===== config.mk =====
export PLATFORM = sky130hd
export DESIGN_NAME = amx_queue
export DESIGN_NICKNAME = d
export VERILOG_FILES = /design/src/amx_pkg.sv /design/src/amx_queue.sv
export VERILOG_INCLUDE_DIRS = /design/src /design/src/src
export SDC_FILE = /design/constraint.sdc
export NUM_CORES = 1
export LEC_CHECK = 0
export BUFFER_PORTS_ARGS = -buffer_cell sky130_fd_sc_hd__buf_4
export CORE_AREA = 2 2 78 110
export CTS_BUF_LIST = sky130_fd_sc_hd__clkbuf_2
export DETAILED_ROUTE_END_ITERATION = 8
export DIE_AREA = 0 0 80 112
export HOLD_SLACK_MARGIN = 0.03
export SKIP_LAST_GASP = 1
export SLEW_MARGIN = 20
export SYNTH_ARGS = -nofsm -noshare
export SYNTH_HDL_FRONTEND = slang
export SYNTH_SLANG_ARGS = --single-unit
export TNS_END_PERCENT = 50

===== constraint.sdc =====
create_clock -name clk_i -period 2.8 [get_ports clk_i]
set_input_delay 0.28 -clock clk_i [delete_from_list [all_inputs] [get_ports clk_i]]
set_output_delay 0.28 -clock clk_i [all_outputs]
set_load 0.05 [all_outputs]

===== src/assert_macros.svh =====
// Assertion helpers shared by the store's modules.
// Each use expects clk_i and rst_ni in scope.
`ifndef ASSERT_MACROS_SVH
`define ASSERT_MACROS_SVH

// Plain property checked on every clock edge outside reset.
`define AMX_ASSERT(label, prop, msg) \
  label: assert property (@(posedge clk_i) disable iff (!rst_ni) (prop)) else $error(msg);

// Same-cycle implication checked on every clock edge outside reset.
`define AMX_ASSERT_IMPL(label, ante, cons, msg) \
  label: assert property (@(posedge clk_i) disable iff (!rst_ni) (ante) |-> (cons)) \
    else $error(msg);

`endif


===== src/amx_pkg.sv =====
package amx_pkg;

  localparam int ACT_W = 3;
  localparam int VTX_W = 4;
  localparam int CNT_W = 5;
  localparam int W_IN = 16;
  localparam int W_OUT = 16;

  localparam int DEF_MAX_VERTICES = 16;
  localparam int DEF_WEIGHT_BITS = 16;
  localparam logic [CNT_W-1:0] VC_RESET = 5'd16;
  localparam int QUEUE_DEPTH = 2;

  typedef enum logic [ACT_W-1:0] {
    ACT_SET    = 3'd0,
    ACT_REMOVE = 3'd1,
    ACT_ADD    = 3'd2,
    ACT_READ   = 3'd3,
    ACT_SUCC   = 3'd4,
    ACT_PRED   = 3'd5
  } action_e;

  typedef struct packed {
    logic [ACT_W-1:0]        action;
    logic [VTX_W-1:0]        source_vertex;
    logic [VTX_W-1:0]        dest_vertex;
    logic signed [W_IN-1:0]  weight;
  } req_t;

  typedef struct packed {
    logic                    status;
    logic                    found;
    logic [VTX_W-1:0]        neighbor_vertex;
    logic signed [W_OUT-1:0] result_weight;
    logic                    last;
  } rsp_t;

  typedef struct packed {
    logic [CNT_W-1:0] vertex_count;
  } cfg_t;

  // Classified request handed from the front to the back.
  typedef struct packed {
    action_e                 op;
    logic                    err;
    logic [VTX_W-1:0]        src;
    logic [VTX_W-1:0]        dst;
    logic signed [W_IN-1:0]  weight;
    logic [CNT_W-1:0]        n;
  } cmd_t;

endpackage


===== src/amx_queue.sv =====
`include "assert_macros.svh"

module amx_queue (
  input  logic          clk_i,
  input  logic          rst_ni,
  input  logic          push_i,
  input  amx_pkg::cmd_t push_data_i,
  output logic          full_o,
  input  logic          pop_i,
  output logic          empty_o,
  output amx_pkg::cmd_t head_o
);
  localparam int Depth = amx_pkg::QUEUE_DEPTH;
  localparam int PtrW = (Depth > 1) ? $clog2(Depth) : 1;
  localparam int CntW = $clog2(Depth + 1);

  amx_pkg::cmd_t   mem_q [Depth];
  logic [PtrW-1:0] wr_q, wr_d, rd_q, rd_d;
  logic [CntW-1:0] cnt_q, cnt_d;

  function automatic logic [PtrW-1:0] bump(logic [PtrW-1:0] p);
    return (p == PtrW'(Depth - 1)) ? '0 : p + PtrW'(1);
  endfunction

  always_comb begin
    wr_d  = push_i ? bump(wr_q) : wr_q;
    rd_d  = pop_i ? bump(rd_q) : rd_q;
    cnt_d = cnt_q;
    if (push_i && !pop_i) begin
      cnt_d = cnt_q + CntW'(1);
    end else if (pop_i && !push_i) begin
      cnt_d = cnt_q - CntW'(1);
    end
  end

  always_ff @(posedge clk_i or negedge rst_ni) begin
    if (!rst_ni) begin
      wr_q  <= '0;
      rd_q  <= '0;
      cnt_q <= '0;
    end else begin
      wr_q  <= wr_d;
      rd_q  <= rd_d;
      cnt_q <= cnt_d;
    end
  end

  always_ff @(posedge clk_i) begin
    if (push_i) begin
      mem_q[wr_q] <= push_data_i;
    end
  end

  assign full_o  = (cnt_q == CntW'(Depth));
  assign empty_o = (cnt_q == '0);
  assign head_o  = mem_q[rd_q];

  `AMX_ASSERT_IMPL(a_no_push_full, push_i, !full_o, "queue written while full")
  `AMX_ASSERT_IMPL(a_no_pop_empty, pop_i, !empty_o, "queue read while empty")
  `AMX_ASSERT(a_cnt_bound, cnt_q <= CntW'(Depth), "queue count past its depth")
endmodule


==> results.toml, run 1 <==
[run_status]
status = "completed"

[sta]
fmax_mhz = 446
slew_violations = 0
tns_ns = 0
period_needed_ns = 2.24
fin_skew_ns = 0.0168
holdWs_ns = 0.123
maxSlewHeadroom_pct = 44.2
period_share_pct = 80.1
worstMarginPinSlew_ns = 0.837
rsz0062_at_grt = "false"
setup_viol = 0
hold_viol = 0

[cts]
tritoncts = "done"
post_cts_buffers = 0
cts.path.max_buffers = 2
clock_latency_ns = 0.48
cts-htree-levels = 3
cts-root-buf = "clkbuf_2"
clkTransAtPathRegs_ns = 0.17
clock_sinks = 70
cts_buffers = 9

[hold_path]
hold_path_class = "input pin to asynchronous set/reset pin"

[critical_path]
rrSetupSlack_ns = 1.26
crit_path_max_fanout = 22
required_ns = 2.52
critPathSlowestCell = "dfrtp_2"
cp_data_arrival_time_ns = 1.96
critical_path_class = "register to primary output"
rr_worst_depth = 1
slowest_delay_ns = 0.67
cp-start-kind = "register"
r2r-start = "wr_q$_DFFE_PN0P_"
critical-path-top-delay-family = "flip-flops"
timing.rr.end = "mem_q[1][28]$_DFFE_PP_"
crit_path_end_kind = "primary output"
crit_buf_inv = 2
crit_chain = "buf_12 -> mux2_2 -> buf_4"

[synth]
syn_inst = 119
synth.top_cell.area_share_pct = 72.9
avgSynthCellArea_um2 = 22.9
synth_top_cell_by_area = "edfxtp_1"
syn_area_mm2 = 0.00272
ys_ff_latch = 70
ys_types = 13
seq_area_frac_synth_pct = 76.5
synth_area_leaders = "edfxtp_1 73%, mux2_4 16%, dfrtp_1 3.7%, buf_12 2.2%, mux2_2 1.7%"
syn_nets = 157
ys_warn_count = 0

[detailed_routing]
post_drt_wl_per_cell_um = 14.0
drtAntennaViolNets = 0
first_pass_iters = 4
vias = 1434
drt-initial-drc-count = 73
wl_met3_um = 189
m1WireLength_um = 1800
wl_um = 4790
drc = 0
dr_wl_met2_um = 2650
vias_per_cell = 4.18
highest_layer = "met4"

[power_and_ir_drop]
peakVddDrop_mv = 0.558
powerDensity_mw_per_mm2 = 1060
leakage_nw = 1.57

[die]
initial_core_util_pct = 34.0
rows = 39
fp.coreArea_mm2 = 0.00800
chipWidth_um = 80
pin_count = 72
die_y_um = 112
die_area_mm2 = 0.00896

[flow_run]
maxCapViolations = 0

[global_route]
grt_max_degree = 34
grt_pass1_vias = 1486
antenna_found_initial = 1
overflow = 0
grt_usage_pct = 11.1
grt_pass1_wl_um = 7130

[placed_design]
gp_congestion = 0.679
port_buffers = 71
post-place-cells = 290

[finish]
nets = 273
final_cell_count_no_fill = 343
drive_gt1_share_pct = 51.2
postLayoutCoreUtil_pct = 48.3
area_growth_pct = 42.0
## metal layers
metal | track usage, % | vias to the layer above
met5 | 0 | -
met4 | 8.14 | 0
met3 | 2.51 | 11
met2 | 19.2 | 44
met1 | 11.5 | 685
li1 | - | 694
## power by group
part | internal [mW] | switching, mW
Combinational | 0.720 | 1.13
Sequential | 1.39 | 0.122
Clock | 0.388 | 0.334
Total | 2.50 | 1.59
## per-stage QoR
stage,power [mW],setup WS (ns),area [um2]
floorplan,2.98,0.487,2720
global placement,3.37,1.08,3350
detailed placement,3.38,1.06,3350
CTS,4.14,0.481,3860
global route,4.26,0.410,3860
finish,4.09,0.558,3860
## cells by family after synthesis
kind of cell | Yosys count | share of synthesized area [%]
mux | 33 | 17.7
fa+ha+maj | 1 | 0.460
simple gates | 5 | 0.966
flops | 70 | 76.5
buf+inv | 5 | 2.76
xor+xnor | 5 | 1.61
## Yosys cell counts
cell type  instances
ha_1               1
dfrtp_1            4
nor2b_1            2
mux2_4            29
edfxtp_1          66
xnor2_1            1
xor2_1             4
and2_1             1
inv_1              1
mux2_2             4
nor2_1             2
buf_6              1
buf_12             3
## cell type report
class                   instances  area (um2)
well taps                     102         128
repair buffers                109         921
inverters                       1        3.75
flip-flops and latches         70        2080
diodes                          1        2.50
fillers                       718        4140
multi-input cells              44         572
clock inverters                 5        97.6
clock buffers                  11        55.1
## state kept, by name, summed over array words and instances, names as in the netlist
register  cells
mem_q        66
cnt_q         2
rd_q          1
wr_q          1
## cells in the final DEF, fill, tap and decap left out
master,count
and2_2,1
buf_12,1
buf_4,72
bufinv_16,3
clkbuf_2,11
clkinv_1,2
dfrtp_1,3
dfrtp_2,1
diode_2,1
dlygate4sd3_1,36
edfxtp_1,66
ha_1,1
inv_1,1
mux2_2,4
mux2_4,29
nor2_1,2
nor2b_1,1
nor2b_4,1
xnor2_1,1
xor2_1,4
## worst max-delay path by stage
stage	start	end	slack [ns]	cells past startpoint
2_1_floorplan	wr_q$_DFFE_PN0P_	mem_q[0][0]$_DFFE_PP_	0.49	1
3_3_place_gp	rd_q$_DFFE_PN0P_	head_o[18]	1.08	3
3_5_place_dp	rd_q$_DFFE_PN0P_	head_o[17]	1.06	3
4_1_cts	rd_q$_DFFE_PN0P_	head_o[17]	0.48	3
5_1_grt	rd_q$_DFFE_PN0P_	head_o[17]	0.41	3
6_report	rd_q$_DFFE_PN0P_	head_o[17]	0.56	3
## timing repair
item / in CTS / in global routing
hold endpoints to repair: 72 / 0
gates resized for setup: 0 / 0
endpoints found under the setup margin: 0 / 0
hold buffers: 36 / 0
(Power assumes the default switching activity.)
==> inputs of run 2 (changes only) <==
Settings changed: ABC_AREA set to 1.
Clock period 2.8 ns to 1.8 ns, I/O delays scaled along.
==> results.toml, run 2 <==
[global_route]
overflow = 0
grt_pass1_vias = 1569
grt_pass1_wl_um = 7350
grt_max_degree = 26
grt_usage_pct = 11.5
antenna_found_initial = 0

[synth]
async_flop_share_pct = 5.71
ys_warn_count = 0
ys_ff_latch = 70
synth_top_cell_by_area = "edfxtp_1"
avgSynthCellArea_um2 = 21.4
synth_flop_cell = "edfxtp_1"
synth_enable_flop_cells = 66
seq_area_frac_synth_pct = 76.0
ys_types = 14
synth_area_leaders = "edfxtp_1 72%, mux2_4 16%, dfrtp_1 3.7%, buf_12 2.2%, mux2_2 1.6%"
synth.most_common_cell = "edfxtp_1"
synth_common_cells = "66 x edfxtp_1, 29 x mux2_4, 7 x inv_1"
syn_area_mm2 = 0.00274
syn_inst = 128
syn_nets = 166
synth.top_cell.area_share_pct = 72.3

[power_and_ir_drop]
p_int_mw = 3.93
total_power_mw = 6.44
power_frac_comb_pct = 47.2
seqPwrFrac_pct = 35.3
powerDensity_mw_per_mm2 = 1640
p_sw_mw = 2.51
clockPowerShare_pct = 17.5
leakage_nw = 1.62
p_sw_share_pct = 38.9
peakVddDrop_mv = 0.796

[sta]
worstMarginPinSlew_ns = 0.310
period_needed_ns = 1.83
period_share_pct = 102
rsz0062_at_grt = "true"
setup_viol = 20
maxSlewHeadroom_pct = 79.3
fin_skew_ns = 0.0278
hold_viol = 0
fmax_mhz = 547
slew_violations = 0
layout_setup_ws_ns = -0.0297

[placed_design]
hpwl_um = 3050
gp_congestion = 0.612
post-place-cells = 302
port_buffers = 71

[critical_path]
cp_data_arrival_time_ns = 1.65
crit_chain = "buf_12 -> mux2_4 -> buf_4"
critPathSlowestCell = "dfrtp_2"
critical_path_class = "register to primary output"
cp-start-kind = "register"
slowest_delay_ns = 0.42
crit_path_max_fanout = 25
crit_path_end_kind = "primary output"
required_ns = 1.62

[cts]
cts_buffers = 9
clkTransAtPathRegs_ns = 0.20
cts.path.max_buffers = 2
clock_sinks = 70
cts_resized = 0
tritoncts = "done"
cts-root-buf = "clkbuf_2"
clock_latency_ns = 0.48
cts-htree-levels = 3

[detailed_routing]
drc = 0
first_pass_iters = 6
drtAntennaViolNets = 0
vias_per_cell = 4.18
wl_um = 4810
post_drt_wl_per_cell_um = 13.5
vias = 1493
drt-initial-drc-count = 41

[finish]
layout_common_cells = "77 x buf_4, 66 x edfxtp_1, 37 x dlygate4sd3_1"
reg.largest.list = "mem_q x66, cnt_q x2"
nets = 288
area_growth_pct = 43.6
top_register = "mem_q"
largest_reg_flops = 66
antenna_cells = 0
final_cell_count_no_fill = 357
drive_gt1_share_pct = 50.6
final_common_cell = "buf_4"

[die]
chipWidth_um = 80
die_area_mm2 = 0.00896
pin_count = 72
initial_core_util_pct = 34.2
rows = 39
die_y_um = 112
fp.coreArea_mm2 = 0.00800

[run_status]
status = "complete, but fails checks"
violations = "setup timing"

[flow_run]
maxCapViolations = 0

[hold_path]
hold_path_class = "input pin to register"
-- run 2: changes by cell type after synthesis, sizes merged, moves of 2 or more --
| cell | delta |
|---|---|
| nor2b | -2 |
| xor2 | -2 |
| inv | +6 |
| nand2 | +5 |
-- run 2: critical path: cells and delay by family (launching register included) --
kind | cells | cell delay (ns)
buf+inv | 2 | 0.41
flops | 1 | 0.42
mux | 1 | 0.33
-- run 2: area by class of cell --
cell class | instances | area [um2]
clock buffer | 10 | 50.0
timing repair buffer | 115 | 968
tap | 102 | 128
clock inverter | 6 | 110
fill | 712 | 4070
inverter | 7 | 26.3
multi-input combinational | 47 | 568
sequential | 70 | 2080
-- run 2: per-stage QoR --
step           hold slack, ns  setup slack [ns]  instance area [um2]  utilization (%)  TNS, ns
2_1_floorplan          -0.116             0.110                 2740                -        0
3_3_place_gp          -0.0174             0.277                 3390             42.3        0
3_5_place_dp          -0.0177             0.267                 3390             42.3        0
4_1_cts                 0.338            -0.112                 3930             49.2    -2.87
5_1_grt                 0.323            -0.159                 3930             49.2    -4.53
6_report                0.415           -0.0297                 3930             49.2   -0.226
-- run 2: final timing paths --
path / start / end / slack, ns / depth (start not counted)
setup / recovery: rd_q$_DFFE_PN0P_ / head_o[6] / -0.03 / 3
min in group asynchronous: rst_ni / cnt_q[1]$_DFFE_PN0P_ / 0.59 / 3
hold / removal: push_data_i[27] / mem_q[1][27]$_DFFE_PP_ / 0.41 / 2
max in group asynchronous: rst_ni / rd_q$_DFFE_PN0P_ / 1.01 / 3
hold reg to reg: cnt_q[1]$_DFFE_PN0P_ / cnt_q[1]$_DFFE_PN0P_ / 0.53 / 2
setup reg to reg: wr_q$_DFFE_PN0P_ / mem_q[0][28]$_DFFE_PP_ / 0.60 / 2
-- run 2: power by group through the flow --
stage	Combinational, mW	Clock [mW]	Sequential (mW)
after floorplan	2.35	0	2.29
after global placement	2.93	0	2.35
after detailed placement	2.94	0	2.36
after CTS	3.09	1.18	2.28
after global routing	3.18	1.25	2.31
final	3.04	1.12	2.27
-- run 2: repair_timing --
item / CTS / global route
hold buffers: 37 / 0
endpoints found under the setup margin: 33 / 33
endpoints found under the hold margin: 73 / 0
gates cloned: 0 / 0
setup buffers: 2 / 0
-- run 2: per-layer routing --
layer	vias to the layer above	wire [um]	track usage, %
li1	726	-	-
met1	715	1790	10.9
met2	45	2730	20.7
met3	7	198	3.24
met4	0	96	7.46
met5	-	0	0
-- run 2: kinds of logic (layout without fill, tap and decap cells) --
logic type    count (synthesis)  after routing  share of synthesized area [%]
buf+inv                      11            138                           3.56
fa+ha+maj                     1              1                          0.457
xor+xnor                      3              3                          0.959
mux                          33             33                           17.5
flops                        70             70                           76.0
simple gates                 10             10                           1.51
==> inputs of run 3 (changes only) <==
Settings changed: CORE_AREA 2 2 78 110 to 2 2 73 103, DIE_AREA 0 0 80 112 to 0 0 75 105.
==> results.toml, run 3 (synthesized netlist as in run 2, its figures left out) <==
[run_status]
status = "complete, but fails checks"
violations = "setup timing"

[sta]
layout_setup_ws_ns = -0.0213
period_share_pct = 101
slew_violations = 0
fmax_mhz = 549
period_needed_ns = 1.82
worstMarginPinSlew_ns = 0.353
fin_skew_ns = 0.0153
rsz0062_at_grt = "true"
maxSlewHeadroom_pct = 76.4
holdWs_ns = 0.425
setup_viol = 21
hold_viol = 0

[power_and_ir_drop]
seqPwrFrac_pct = 37.0
power_frac_comb_pct = 52.0
peakVddDrop_mv = 0.841
clockPowerShare_pct = 10.9
p_sw_share_pct = 40.7
p_sw_mw = 2.52
leakage_nw = 1.63
p_int_mw = 3.68
total_power_mw = 6.21
powerDensity_mw_per_mm2 = 1580

[critical_path]
required_ns = 1.62
crit_path_end_kind = "primary output"
crit_chain = "buf_12 -> mux2_4 -> buf_4"
cp-start-kind = "register"
cp-startpoint = "rd_q$_DFFE_PN0P_"
r2r-start = "wr_q$_DFFE_PN0P_"
crit_path_max_fanout = 15
slowest_delay_ns = 0.48
critPathSlowestCell = "dfrtp_2"
critical_path_class = "register to primary output"
rrSetupSlack_ns = 0.40
cp_data_arrival_time_ns = 1.64
rr_worst_depth = 2
timing.rr.end = "mem_q[0][27]$_DFFE_PP_"

[cts]
cts-htree-levels = 3
tritoncts = "done"
clkTransAtPathRegs_ns = 0.17
clock_latency_ns = 0.47
cts_buffers = 9
clock_sinks = 70
cts.path.max_buffers = 2
cts-root-buf = "clkbuf_2"

[die]
pin_count = 72
die_area_mm2 = 0.00788
chipWidth_um = 75
die_y_um = 105
initial_core_util_pct = 39.8
fp.coreArea_mm2 = 0.00689
rows = 36

[global_route]
grt_max_degree = 30
grt_pass1_vias = 1665
grt_pass1_wl_um = 7650
grt_usage_pct = 13.5
antenna_found_initial = 0
overflow = 0

[placed_design]
port_buffers = 71
hpwl_um = 3440
place_area_mm2 = 0.00340
dpl_worst_slack_ns = 0.418
gp_congestion = 0.653

[finish]
antenna_cells = 0
area_growth_pct = 43.3
reg.largest.list = "mem_q x66, cnt_q x2"
fill_cells = 552
postLayoutCoreUtil_pct = 57.0
top_register = "mem_q"
stdcell_area_mm2 = 0.00393
layout_common_cells = "66 x edfxtp_1, 62 x buf_4, 37 x dlygate4sd3_1"
final_common_cell = "edfxtp_1"
drive_gt1_share_pct = 50.4
largest_reg_flops = 66
nets = 288

[hold_path]
hold_path_class = "input pin to register"
holdCritStartpoint = "push_data_i[4]"
whs_path_depth = 2
min_to = "mem_q[1][4]$_DFFE_PP_"

[detailed_routing]
vias_per_cell = 4.36
drc = 0
vias = 1523
post_drt_wl_per_cell_um = 14.6
drtAntennaViolNets = 0
drt-initial-drc-count = 39
first_pass_iters = 4
wl_um = 5090

[flow_run]
maxCapViolations = 0
run 3: final cells by class:
type / count / area, um2 / share of cell area, %
flip-flops and latches: 70 / 2080 / 53.0
repair buffers: 115 / 1060 / 26.9
inverters: 7 / 26.3 / 0.669
clock inverters: 2 / 10.0 / 0.255
clock buffers: 13 / 65.1 / 1.66
multi-input cells: 47 / 568 / 14.5
well taps: 95 / 119 / 3.03
run 3: worst max path at each step:
stage | endpoint | slack (ns)
2_1_floorplan | mem_q[0][0]$_DFFE_PP_ | 0.11
5_1_grt | head_o[1] | -0.11
3_5_place_dp | mem_q[0][3]$_DFFE_PP_ | 0.42
3_3_place_gp | mem_q[0][11]$_DFFE_PP_ | 0.48
4_1_cts | head_o[17] | -0.06
6_report | head_o[1] | -0.02
run 3: layer usage:
| metal | vias up | part of all wire (%) | GRT usage (%) |
|---|---|---|---|
| met4 | 0 | 1.7 | 5.61 |
| met3 | 9 | 5.3 | 5.11 |
| met1 | 745 | 34 | 13.4 |
| li1 | 726 | - | - |
| met5 | - | 0 | 0 |
| met2 | 43 | 58 | 24.1 |
run 3: worst max-delay path: cells and delay by family (launching register included):
kind / cells / cell delay (ns)
multiplexers: 1 / 0.32
buffers and inverters: 2 / 0.38
flip-flops: 1 / 0.48
run 3: per-stage QoR:
step           setup TNS, ns  std cells
2_1_floorplan              0        128
3_3_place_gp               0        295
3_5_place_dp               0        295
4_1_cts               -0.680        347
5_1_grt                -2.85        349
6_report              -0.180        349
run 3: power by group through the flow:
stage | clock network [mW] | logic [mW] | registers (mW)
6_report | 0.678 | 3.23 | 2.30
3_3_place_gp | 0 | 3.00 | 2.31
4_1_cts | 0.709 | 3.10 | 2.29
3_5_place_dp | 0 | 3.04 | 2.33
5_1_grt | 0.771 | 3.36 | 2.33
2_1_floorplan | 0 | 2.35 | 2.29
run 3: timing repair:
item,CTS,global route
hold buffers,37,0
resized for setup,0,12
cloned,0,1
endpoints found under the hold margin,72,0
endpoints found under the setup margin,33,33
setup buffers,0,1
